$ cat src/hdl/fssc_pkg.sv
// Shared constants and helpers for the fire step size controller.
package fssc_pkg;

   localparam int unsigned DataWidth  = 32;
   localparam int unsigned FracWidth  = 16;
   localparam int unsigned AlphaWidth = 17;
   localparam int unsigned GrowWidth  = 19;
   localparam int unsigned CountWidth = 16;
   localparam int unsigned CsrIdxWidth = 3;

   localparam logic [DataWidth-1:0]  DtStartRst     = 32'd65536;
   localparam logic [DataWidth-1:0]  DtMaxRst       = 32'd655360;
   localparam logic [DataWidth-1:0]  DtMinRst       = 32'd655;
   localparam logic [GrowWidth-1:0]  GrowFactorRst  = 19'd72089;
   localparam logic [AlphaWidth-1:0] ShrinkRst      = 17'd32768;
   localparam logic [AlphaWidth-1:0] AlphaStartRst  = 17'd16384;
   localparam logic [AlphaWidth-1:0] AlphaDecayRst  = 17'd64880;
   localparam logic [CountWidth-1:0] PositiveMinRst = 16'd20;

   localparam logic [CountWidth:0]   NegativeMax  = 17'd2000;
   localparam logic                  InitialDelay = 1'b1;
   // 1.5 * move limit, scaled to the Q32 product of speed and step
   localparam logic [63:0]           MoveLimitQ   = 64'd9663676416;
   localparam logic [AlphaWidth-1:0] OneQ         = 17'd65536;

   typedef enum logic [CsrIdxWidth-1:0] {
      CSR_DT_START      = 3'd0,
      CSR_DT_MAX        = 3'd1,
      CSR_DT_MIN        = 3'd2,
      CSR_GROW_FACTOR   = 3'd3,
      CSR_SHRINK_FACTOR = 3'd4,
      CSR_ALPHA_START   = 3'd5,
      CSR_ALPHA_DECAY   = 3'd6,
      CSR_POSITIVE_MIN  = 3'd7
   } csr_idx_type;

   function automatic logic [AlphaWidth-1:0] clamp_alpha(input logic [AlphaWidth:0] a);
      clamp_alpha = (a > {1'b0, OneQ}) ? OneQ : a[AlphaWidth-1:0];
   endfunction

endpackage

$ cat src/hdl/fssc_div.sv
// Bit-serial restoring divider: (dividend << 32) / divisor, one quotient bit a cycle.
module fssc_div
   import fssc_pkg::*;
(
   input  logic                   clock,
   input  logic                   reset,
   input  logic                   start,
   input  logic [DataWidth-1:0]   dividend,
   input  logic [DataWidth-1:0]   divisor,
   output logic [2*DataWidth-1:0] quotient,
   output logic                   done
);

   logic [2*DataWidth-1:0] shreg_ff, shreg_in;
   logic [DataWidth-1:0]   rem_ff, rem_in;
   logic [5:0]             cnt_ff, cnt_in;
   logic                   busy_ff, busy_in;
   logic                   done_ff, done_in;
   logic [DataWidth:0]     rem_w;
   logic                   ge;

   always_comb begin
      rem_w    = {rem_ff, shreg_ff[2*DataWidth-1]};
      ge       = rem_w >= {1'b0, divisor};
      shreg_in = shreg_ff;
      rem_in   = rem_ff;
      cnt_in   = cnt_ff;
      busy_in  = busy_ff;
      done_in  = 1'b0;
      if (start) begin
         shreg_in = {dividend, {DataWidth{1'b0}}};
         rem_in   = '0;
         cnt_in   = '0;
         busy_in  = 1'b1;
      end else if (busy_ff) begin
         // shift one dividend bit into the remainder, one quotient bit out
         rem_in   = ge ? DataWidth'(rem_w - {1'b0, divisor}) : rem_w[DataWidth-1:0];
         shreg_in = {shreg_ff[2*DataWidth-2:0], ge};
         cnt_in   = cnt_ff + 6'd1;
         if (cnt_ff == '1) begin
            busy_in = 1'b0;
            done_in = 1'b1;
         end
      end
   end

   always_ff @(posedge clock) begin
      if (reset) begin
         busy_ff <= 1'b0;
         done_ff <= 1'b0;
         cnt_ff  <= '0;
      end else begin
         busy_ff <= busy_in;
         done_ff <= done_in;
         cnt_ff  <= cnt_in;
      end
      shreg_ff <= shreg_in;
      rem_ff   <= rem_in;
   end

   assign quotient = shreg_ff;
   assign done     = done_ff;

endmodule

$ cat src/hdl/fssc_sqrt.sv
// Digit-serial integer square root, two radicand bits a cycle.
module fssc_sqrt
   import fssc_pkg::*;
(
   input  logic                   clock,
   input  logic                   reset,
   input  logic                   start,
   input  logic [2*DataWidth-1:0] radicand,
   output logic [DataWidth-1:0]   root,
   output logic                   done
);

   logic [2*DataWidth-1:0] shreg_ff, shreg_in;
   logic [DataWidth+1:0]   rem_ff, rem_in;
   logic [DataWidth-1:0]   root_ff, root_in;
   logic [4:0]             cnt_ff, cnt_in;
   logic                   busy_ff, busy_in;
   logic                   done_ff, done_in;
   logic [DataWidth+3:0]   rem_w;
   logic [DataWidth+3:0]   trial;
   logic                   ge;

   always_comb begin
      rem_w    = {rem_ff, shreg_ff[2*DataWidth-1 -: 2]};
      trial    = {2'b00, root_ff, 2'b01};
      ge       = rem_w >= trial;
      shreg_in = shreg_ff;
      rem_in   = rem_ff;
      root_in  = root_ff;
      cnt_in   = cnt_ff;
      busy_in  = busy_ff;
      done_in  = 1'b0;
      if (start) begin
         shreg_in = radicand;
         rem_in   = '0;
         root_in  = '0;
         cnt_in   = '0;
         busy_in  = 1'b1;
      end else if (busy_ff) begin
         rem_in   = ge ? (DataWidth+2)'(rem_w - trial) : rem_w[DataWidth+1:0];
         root_in  = {root_ff[DataWidth-2:0], ge};
         shreg_in = {shreg_ff[2*DataWidth-3:0], 2'b00};
         cnt_in   = cnt_ff + 5'd1;
         if (cnt_ff == '1) begin
            busy_in = 1'b0;
            done_in = 1'b1;
         end
      end
   end

   always_ff @(posedge clock) begin
      if (reset) begin
         busy_ff <= 1'b0;
         done_ff <= 1'b0;
         cnt_ff  <= '0;
      end else begin
         busy_ff <= busy_in;
         done_ff <= done_in;
         cnt_ff  <= cnt_in;
      end
      shreg_ff <= shreg_in;
      rem_ff   <= rem_in;
      root_ff  <= root_in;
   end

   assign root = root_ff;
   assign done = done_ff;

endmodule

$ cat src/hdl/fire_step_size_controller.sv
// Top level of the fire step size controller: sequencer, shared multiplier, state.
//
//  channel  dir  handshake              payload
//  req      in   req_valid/req_ready    restart, power, force_sq, velocity_sq, peak_speed
//  rsp      out  rsp_valid/rsp_ready    step_size, velocity_keep, force_mix, step_back, failed
//  csr      in   csr_we                 csr_index, csr_wdata
//
// One item at a time. A failure goes straight to the result; the initial delay only checks
// displacement; other non-positive power shrinks the step first. With nonzero force, positive
// power computes the mix through the serial divider and serial root; a growth step adds the
// grow and decay states. Each displacement shrink loop pass uses the shared multiplier.
// Reset is synchronous and restores all but the operand and product registers at once.
// A result holds on the rsp port until transferred; req_ready rises in the cycle after that.
module fire_step_size_controller
   import fssc_pkg::*;
(
   input  logic                   clock,
   input  logic                   reset,
   input  logic                   req_valid,
   output logic                   req_ready,
   input  logic                   req_restart,
   input  logic signed [31:0]     req_power,
   input  logic [DataWidth-1:0]   req_force_sq,
   input  logic [DataWidth-1:0]   req_velocity_sq,
   input  logic [DataWidth-1:0]   req_peak_speed,
   output logic                   rsp_valid,
   input  logic                   rsp_ready,
   output logic [DataWidth-1:0]   rsp_step_size,
   output logic [AlphaWidth-1:0]  rsp_velocity_keep,
   output logic [DataWidth-1:0]   rsp_force_mix,
   output logic                   rsp_step_back,
   output logic                   rsp_failed,
   input  logic                   csr_we,
   input  logic [CsrIdxWidth-1:0] csr_index,
   input  logic [DataWidth-1:0]   csr_wdata
);

   typedef enum logic [3:0] {
      S_IDLE, S_GROW, S_GROW_W, S_DECAY, S_DECAY_W, S_RATIO, S_DIV, S_SQRT,
      S_MIX, S_MIX_W, S_NSHR, S_NSHR_W, S_LCHK, S_LCHK_W, S_LSHR, S_DONE
   } state_type;

   state_type state_ff, state_in;

   logic [DataWidth-1:0]  dt_start_ff, dt_max_ff, dt_min_ff;
   logic [GrowWidth-1:0]  grow_ff;
   logic [AlphaWidth-1:0] shrink_ff, alpha_start_ff, alpha_decay_ff;
   logic [CountWidth-1:0] pos_min_ff;

   logic [DataWidth-1:0]  step_ff, step_in;
   logic [AlphaWidth-1:0] alpha_ff, alpha_in;
   logic [CountWidth-1:0] pos_ff, pos_in, neg_ff, neg_in;
   logic [DataWidth-1:0]  iter_ff, iter_in;
   logic [AlphaWidth-1:0] keep_ff, keep_in;
   logic [DataWidth-1:0]  mix_ff, mix_in;
   logic                  back_ff, back_in, fail_ff, fail_in;
   logic [DataWidth-1:0]  fsq_ff, fsq_in, vsq_ff, vsq_in, peak_ff, peak_in;
   logic                  div_start_ff, div_start_in, sqrt_start_ff, sqrt_start_in;
   logic [2*DataWidth-1:0] prod_ff;

   logic [DataWidth-1:0]  mul_a, mul_b;
   logic [2*DataWidth-1:0] quotient;
   logic [DataWidth-1:0]  root;
   logic                  div_done, sqrt_done;

   logic [DataWidth-1:0]  b_step, b_iter;
   logic [AlphaWidth-1:0] b_alpha;
   logic [CountWidth-1:0] b_pos, b_neg;
   logic [CountWidth:0]   np, nn;
   logic                  positive;
   logic [DataWidth+2:0]  grown;
   logic [DataWidth:0]    scaled;
   logic [DataWidth-1:0]  shr;

   fssc_div u_div (
      .clock    (clock),
      .reset    (reset),
      .start    (div_start_ff),
      .dividend (vsq_ff),
      .divisor  (fsq_ff),
      .quotient (quotient),
      .done     (div_done)
   );

   fssc_sqrt u_sqrt (
      .clock    (clock),
      .reset    (reset),
      .start    (sqrt_start_ff),
      .radicand (quotient),
      .root     (root),
      .done     (sqrt_done)
   );

   // operand select for the one shared multiplier
   always_comb begin
      mul_a = '0;
      mul_b = '0;
      case (state_ff)
         S_GROW: begin
            mul_a = step_ff;
            mul_b = DataWidth'(grow_ff);
         end
         S_DECAY: begin
            mul_a = DataWidth'(alpha_ff);
            mul_b = DataWidth'(alpha_decay_ff);
         end
         S_MIX: begin
            mul_a = DataWidth'(alpha_ff);
            mul_b = root;
         end
         S_NSHR, S_LSHR: begin
            mul_a = step_ff;
            mul_b = DataWidth'(shrink_ff);
         end
         S_LCHK: begin
            mul_a = peak_ff;
            mul_b = step_ff;
         end
         default: begin
            mul_a = '0;
            mul_b = '0;
         end
      endcase
   end

   always_comb begin
      state_in      = state_ff;
      step_in       = step_ff;
      alpha_in      = alpha_ff;
      pos_in        = pos_ff;
      neg_in        = neg_ff;
      iter_in       = iter_ff;
      keep_in       = keep_ff;
      mix_in        = mix_ff;
      back_in       = back_ff;
      fail_in       = fail_ff;
      fsq_in        = fsq_ff;
      vsq_in        = vsq_ff;
      peak_in       = peak_ff;
      div_start_in  = 1'b0;
      sqrt_start_in = 1'b0;

      b_step   = req_restart ? dt_start_ff : step_ff;
      b_alpha  = req_restart ? clamp_alpha({1'b0, alpha_start_ff}) : alpha_ff;
      b_pos    = req_restart ? '0 : pos_ff;
      b_neg    = req_restart ? '0 : neg_ff;
      b_iter   = req_restart ? '0 : iter_ff;
      np       = {1'b0, b_pos} + 17'd1;
      nn       = {1'b0, b_neg} + 17'd1;
      positive = !req_power[31] && (req_power != '0);
      grown    = prod_ff[2*DataWidth-14:FracWidth];
      scaled   = prod_ff[DataWidth+FracWidth:FracWidth];
      shr      = prod_ff[DataWidth+FracWidth-1:FracWidth];

      case (state_ff)
         S_IDLE: begin
            if (req_valid) begin
               step_in  = b_step;
               alpha_in = b_alpha;
               iter_in  = (b_iter == '1) ? b_iter : b_iter + 32'd1;
               fsq_in   = req_force_sq;
               vsq_in   = req_velocity_sq;
               peak_in  = req_peak_speed;
               fail_in  = 1'b0;
               back_in  = 1'b0;
               if (req_restart) begin
                  keep_in = '0;
                  mix_in  = '0;
               end
               if (positive) begin
                  neg_in   = '0;
                  pos_in   = np[CountWidth] ? '1 : np[CountWidth-1:0];
                  state_in = (np > {1'b0, pos_min_ff}) ? S_GROW : S_RATIO;
               end else begin
                  pos_in = '0;
                  neg_in = nn[CountWidth] ? '1 : nn[CountWidth-1:0];
                  if (nn > NegativeMax) begin
                     fail_in  = 1'b1;
                     state_in = S_DONE;
                  end else begin
                     back_in = 1'b1;
                     peak_in = '0;
                     if (InitialDelay && (iter_in < {16'd0, pos_min_ff})) begin
                        state_in = S_LCHK;
                     end else begin
                        state_in = S_NSHR;
                     end
                  end
               end
            end
         end
         S_GROW:   state_in = S_GROW_W;
         S_GROW_W: begin
            step_in  = (grown > {3'b000, dt_max_ff}) ? dt_max_ff : grown[DataWidth-1:0];
            state_in = S_DECAY;
         end
         S_DECAY:  state_in = S_DECAY_W;
         S_DECAY_W: begin
            alpha_in = clamp_alpha(prod_ff[AlphaWidth+FracWidth:FracWidth]);
            state_in = S_RATIO;
         end
         S_RATIO: begin
            keep_in = OneQ - alpha_ff;
            if (fsq_ff == '0) begin
               mix_in   = '0;
               state_in = S_LCHK;
            end else begin
               div_start_in = 1'b1;
               state_in     = S_DIV;
            end
         end
         S_DIV: begin
            if (div_done) begin
               sqrt_start_in = 1'b1;
               state_in      = S_SQRT;
            end
         end
         S_SQRT: begin
            if (sqrt_done) begin
               state_in = S_MIX;
            end
         end
         S_MIX:    state_in = S_MIX_W;
         S_MIX_W: begin
            mix_in   = scaled[DataWidth] ? '1 : scaled[DataWidth-1:0];
            state_in = S_LCHK;
         end
         S_NSHR:   state_in = S_NSHR_W;
         S_NSHR_W: begin
            if (shr >= dt_min_ff) begin
               step_in = shr;
            end
            alpha_in = clamp_alpha({1'b0, alpha_start_ff});
            state_in = S_LCHK;
         end
         S_LCHK:   state_in = S_LCHK_W;
         S_LCHK_W: state_in = (prod_ff > MoveLimitQ) ? S_LSHR : S_DONE;
         S_LSHR: begin
            // product of the shrink is ready in the next cycle; reuse S_NSHR_W-style check
            state_in = S_DONE;
         end
         S_DONE: begin
            if (rsp_ready) begin
               state_in = S_IDLE;
            end
         end
         default: state_in = S_IDLE;
      endcase
   end

   // the loop shrink result lands in the cycle after S_LSHR; judge it here
   logic lshr_w_ff;
   logic lshr_w_in;
   logic lshr_take;

   assign lshr_w_in = (state_ff == S_LSHR);
   assign lshr_take = lshr_w_ff && (shr >= dt_min_ff) && (shr < step_ff);

   always_ff @(posedge clock) begin
      if (reset) begin
         state_ff       <= S_IDLE;
         dt_start_ff    <= DtStartRst;
         dt_max_ff      <= DtMaxRst;
         dt_min_ff      <= DtMinRst;
         grow_ff        <= GrowFactorRst;
         shrink_ff      <= ShrinkRst;
         alpha_start_ff <= AlphaStartRst;
         alpha_decay_ff <= AlphaDecayRst;
         pos_min_ff     <= PositiveMinRst;
         step_ff        <= DtStartRst;
         alpha_ff       <= clamp_alpha({1'b0, AlphaStartRst});
         pos_ff         <= '0;
         neg_ff         <= '0;
         iter_ff        <= '0;
         keep_ff        <= '0;
         mix_ff         <= '0;
         back_ff        <= 1'b0;
         fail_ff        <= 1'b0;
         div_start_ff   <= 1'b0;
         sqrt_start_ff  <= 1'b0;
         lshr_w_ff      <= 1'b0;
      end else begin
         if (lshr_w_ff) begin
            // hold S_DONE only when the shrink stops the loop
            state_ff <= lshr_take ? S_LCHK : S_DONE;
         end else begin
            state_ff <= state_in;
         end
         if (csr_we) begin
            case (csr_idx_type'(csr_index))
               CSR_DT_START:      dt_start_ff    <= csr_wdata;
               CSR_DT_MAX:        dt_max_ff      <= csr_wdata;
               CSR_DT_MIN:        dt_min_ff      <= csr_wdata;
               CSR_GROW_FACTOR:   grow_ff        <= csr_wdata[GrowWidth-1:0];
               CSR_SHRINK_FACTOR: shrink_ff      <= csr_wdata[AlphaWidth-1:0];
               CSR_ALPHA_START:   alpha_start_ff <= csr_wdata[AlphaWidth-1:0];
               CSR_ALPHA_DECAY:   alpha_decay_ff <= csr_wdata[AlphaWidth-1:0];
               CSR_POSITIVE_MIN:  pos_min_ff     <= csr_wdata[CountWidth-1:0];
               default:           pos_min_ff     <= pos_min_ff;
            endcase
         end
         step_ff       <= lshr_take ? shr : step_in;
         alpha_ff      <= alpha_in;
         pos_ff        <= pos_in;
         neg_ff        <= neg_in;
         iter_ff       <= iter_in;
         keep_ff       <= keep_in;
         mix_ff        <= mix_in;
         back_ff       <= back_in;
         fail_ff       <= fail_in;
         div_start_ff  <= div_start_in;
         sqrt_start_ff <= sqrt_start_in;
         lshr_w_ff     <= lshr_w_in;
      end
      fsq_ff  <= fsq_in;
      vsq_ff  <= vsq_in;
      peak_ff <= peak_in;
      prod_ff <= mul_a * mul_b;
   end

   assign req_ready         = (state_ff == S_IDLE) && !lshr_w_ff;
   assign rsp_valid         = (state_ff == S_DONE) && !lshr_w_ff;
   assign rsp_step_size     = step_ff;
   assign rsp_velocity_keep = keep_ff;
   assign rsp_force_mix     = mix_ff;
   assign rsp_step_back     = back_ff;
   assign rsp_failed        = fail_ff;

endmodule

$ cat config.mk
export PLATFORM = sky130hd
export DESIGN_NAME = fire_step_size_controller
export DESIGN_NICKNAME = d
export VERILOG_FILES = /design/src/hdl/fssc_pkg.sv /design/src/hdl/fssc_div.sv /design/src/hdl/fssc_sqrt.sv /design/src/hdl/fire_step_size_controller.sv
export SDC_FILE = /design/constraint.sdc
export NUM_CORES = 2
export LEC_CHECK = 0
export ABC_AREA = 1
export BUFFER_PORTS_ARGS = -buffer_cell sky130_fd_sc_hd__buf_4
export CORE_ASPECT_RATIO = 0.75
export CORE_MARGIN = 5
export CORE_UTILIZATION = 30
export DETAILED_ROUTE_END_ITERATION = 6
export SETUP_SLACK_MARGIN = 0.02
export SYNTH_ARGS = -nofsm -noshare
export SYNTH_HDL_FRONTEND = slang
export SYNTH_SLANG_ARGS = --single-unit
$ cat constraint.sdc
create_clock -name clock -period 12.5 [get_ports clock]
set_clock_uncertainty 0.2 [all_clocks]
set_input_delay 3.125 -clock clock [delete_from_list [all_inputs] [get_ports clock]]
set_output_delay 3.125 -clock clock [all_outputs]
set_load 0.02 [all_outputs]
==> flow_metrics.env <==
export IMPL_cts_root_buf="clkbuf_16"
export IMPL_core_sq_um=240000
export IMPL_final_core_util=0.336
export IMPL_nets=10800
export IMPL_drtIter0Drc=6451
export IMPL_synthSimpleGateAreaFrac=0.178
export IMPL_cts_resized=0
export IMPL_fin_setup_tns_ps=0
export IMPL_postCtsHoldBufs=0
export IMPL_clk_latency_ps=750
export IMPL_holdWs_ps=247
export IMPL_htree_levels=3
export IMPL_place_hpwl_um=201000
export IMPL_tightest_slew_ps=1190
export IMPL_place_congestion=0.980
export IMPL_antenna_found_initial=11
export IMPL_cts_sinks=754
export IMPL_synthesis_area_sq_um=72200
export IMPL_timing_rr_start="state_ff[3]"
export IMPL_synth_ff_type="dfxtp_1"
export IMPL_initial_utilization=0.300
export IMPL_min_delay_start="dt_start_ff[0]"
export IMPL_path_clk_slew_ps=60
export IMPL_p_leak_uw=0.0386
export IMPL_fp_dieH_um=435
export IMPL_synth_seq_area_share=0.236
export IMPL_synth_area_top_cells="fa_1 25%, dfxtp_1 16%, inv_1 10%, nand2_1 8.9%, ha_1 8.0%"
export IMPL_detail_route_antenna_nets=0
export IMPL_status="finished clean"
export IMPL_final_layout_size_suffix_gt1_frac=0.0759
export IMPL_dieArea_sq_um=251000
export IMPL_dr_pass1_iters=6
export IMPL_via_per_inst=4.85
export IMPL_grt_setup_unrepaired="false"
export IMPL_grt_pass1_vias=59400
export IMPL_hold_violations=0
export IMPL_synthMuxAreaShare=0
export IMPL_synth_xor_area_frac=0.0165
export IMPL_yosys_area_share_adder=0.329
export IMPL_min_period_over_period=0.811
export IMPL_yosys_warnings=0
export IMPL_crit_top_cell="fa_1"
export IMPL_crit_required_ps=12920
export IMPL_antenna_cells=0
export IMPL_fmax_mhz=98.6
export IMPL_synth_top_area_frac=0.249
export IMPL_cp_startpoint="state_ff[3]"
export IMPL_synth_top_cells_by_count="1931 x inv_1, 1710 x nand2_1, 897 x fa_1, 884 x nor2_1, 562 x dfxtp_1"
export IMPL_yosys_area_top_type="fa_1"
export IMPL_setup_viol=0
export IMPL_cp_arrival_ps=10560
export IMPL_min_period_ps=10140
export IMPL_grt_max_degree=100
export IMPL_std_cell_rows=156
export IMPL_maxCapViolCount=0
export IMPL_crit_fanout=32
export IMPL_drcViolationCount=0
export IMPL_cts_buffer_depth=3
export IMPL_crit_type="reg2reg"
export IMPL_cts_tree="built"
export IMPL_numCtsBuffers=87
export IMPL_crit_path_max_incr_delay_ps=590
export IMPL_wire_per_inst_um=20.3
export IMPL_dieWidth_um=576
export IMPL_worstSetupEndpointType="flop"
export IMPL_crit_slowest_cell="fa_1"
export IMPL_start_kind="flop"
export IMPL_gr_total_overflow=0
export IMPL_wl_um=255000
export IMPL_synth_most_common_cell="inv_1"
export IMPL_maxSlewViolCount=0
export IMPL_cts_setup_buffers=0
export IMPL_synth_distinct_cells=72
export IMPL_p_per_area_nw_per_um2=134
export IMPL_ys_seq_elements=754
export IMPL_synth_edf_count=192
export IMPL_vias=61100
export IMPL_grt_pass1_wl_um=385000
export IMPL_hold_class="reg2reg"
export IMPL_syn_nets=10700
export IMPL_io_pins=254
export IMPL_synth_area_per_cell_sq_um=7.86
export IMPL_portBuffers=253
export IMPL_max_slew_margin=0.210
export IMPL_ys_async_sr_fraction=0
export IMPL_area_growth_pct=11.7
export IMPL_worst_ir_drop_vdd_mv=0.124
export IMPL_grt_usage=0.200
export IMPL_post_synth_inst_count=9188
export IMPL_synth_top_family_by_area="adder cells"
export IMPL_synth_compound_area_share=0.114
[stage by stage]
step	worst slack (ps)	power [uW]	instances	instance area, sq um
5_1_grt	1810	11500	12600	80600
2_1_floorplan	4410	6240	9188	72200
3_3_place_gp	2580	8080	12400	77700
6_report	2360	10800	12600	80600
4_1_cts	2430	10800	12600	80600
3_5_place_dp	2440	8090	12400	77700
[worst paths after layout]
kind / to / slack [ps] / depth (start not counted)
min: dt_start_ff[0] / 250 / 2
max reg2reg: prod_ff[47] / 2360 / 33
max: prod_ff[47] / 2360 / 33
min reg2reg: dt_start_ff[0] / 250 / 2
[worst max-delay path, delay by kind of cell, from the launching register on]
kind / cells / cell delay [ps]
DFF: 1 / 480
and+or+nand+nor: 7 / 1400
xor gates and xnor gates: 1 / 150
AOI/OAI and AO/OA: 7 / 1750
adders and majority gates: 9 / 4440
buffers and inverters: 9 / 1540
[routing by layer]
layer,wire [um],GRT usage,vias to the layer above
li1,-,-,28700
met1,119000,0.299,29400
met2,101000,0.281,2592
met3,25700,0.0509,373
met4,8950,0.0589,12
met5,85,0,-
[final cells by class]
cell class / instances / area, sq um
clock inverter: 46 / 566
clock buffer: 116 / 2340
inverter: 1979 / 7440
multi-input combinational: 6062 / 46200
tap: 3239 / 4050
sequential: 754 / 17000
timing repair buffer: 400 / 3010
fill: 25400 / 160000
[registers in the layout (all words and copies together), names as in the netlist, 17 cells and up]
name               flops
rsp_velocity_keep     17
grow_ff               19
rsp_step_size         32
alpha_ff              17
u_sqrt.rem_ff         34
dt_max_ff             32
dt_start_ff           32
u_div.quotient        64
fsq_ff                32
vsq_ff                32
peak_ff               32
alpha_start_ff        17
iter_ff               32
u_sqrt.root           32
u_div.rem_ff          32
dt_min_ff             32
prod_ff               64
shrink_ff             17
rsp_force_mix         32
u_sqrt.shreg_ff       64
alpha_decay_ff        17
[placed cells by master (no fill, tap or decap), types with 20 or more instances in the layout]
cell          n
o211ai_1     86
nand3_1     242
xnor2_1      56
nor2_1      873
o22ai_1      75
clkbuf_1     24
o21bai_1     28
a21oi_1     533
nor3_1       45
o21a_1       28
fa_1        897
inv_2        32
ha_1        463
xor2_1       78
nor2_2       30
edfxtp_1    192
o21ai_0     506
nand2_1    1710
dfxtp_1     561
clkbuf_16    87
inv_1      1928
clkinv_1     20
buf_4       399
a31oi_1      66
nand4_1      80
nor4_1       47
[kinds of logic (layout without fill, tap and decap cells)]
group / Yosys count / in the layout
AO/OA/AOI/OAI: 1450 / 1450
buffers and inverters: 2372 / 2541
flip-flops: 754 / 754
adder cells (fa/ha/maj): 1360 / 1360
XOR/XNOR: 135 / 135
AND/OR/NAND/NOR: 3117 / 3117
[report_power, final]
group	internal (uW)	total, uW	switching [uW]
clock	1470	2630	1160
combinational	1470	5000	3530
sequential	2880	3170	293
total	5810	10800	4990
(Power assumes the default switching activity.)
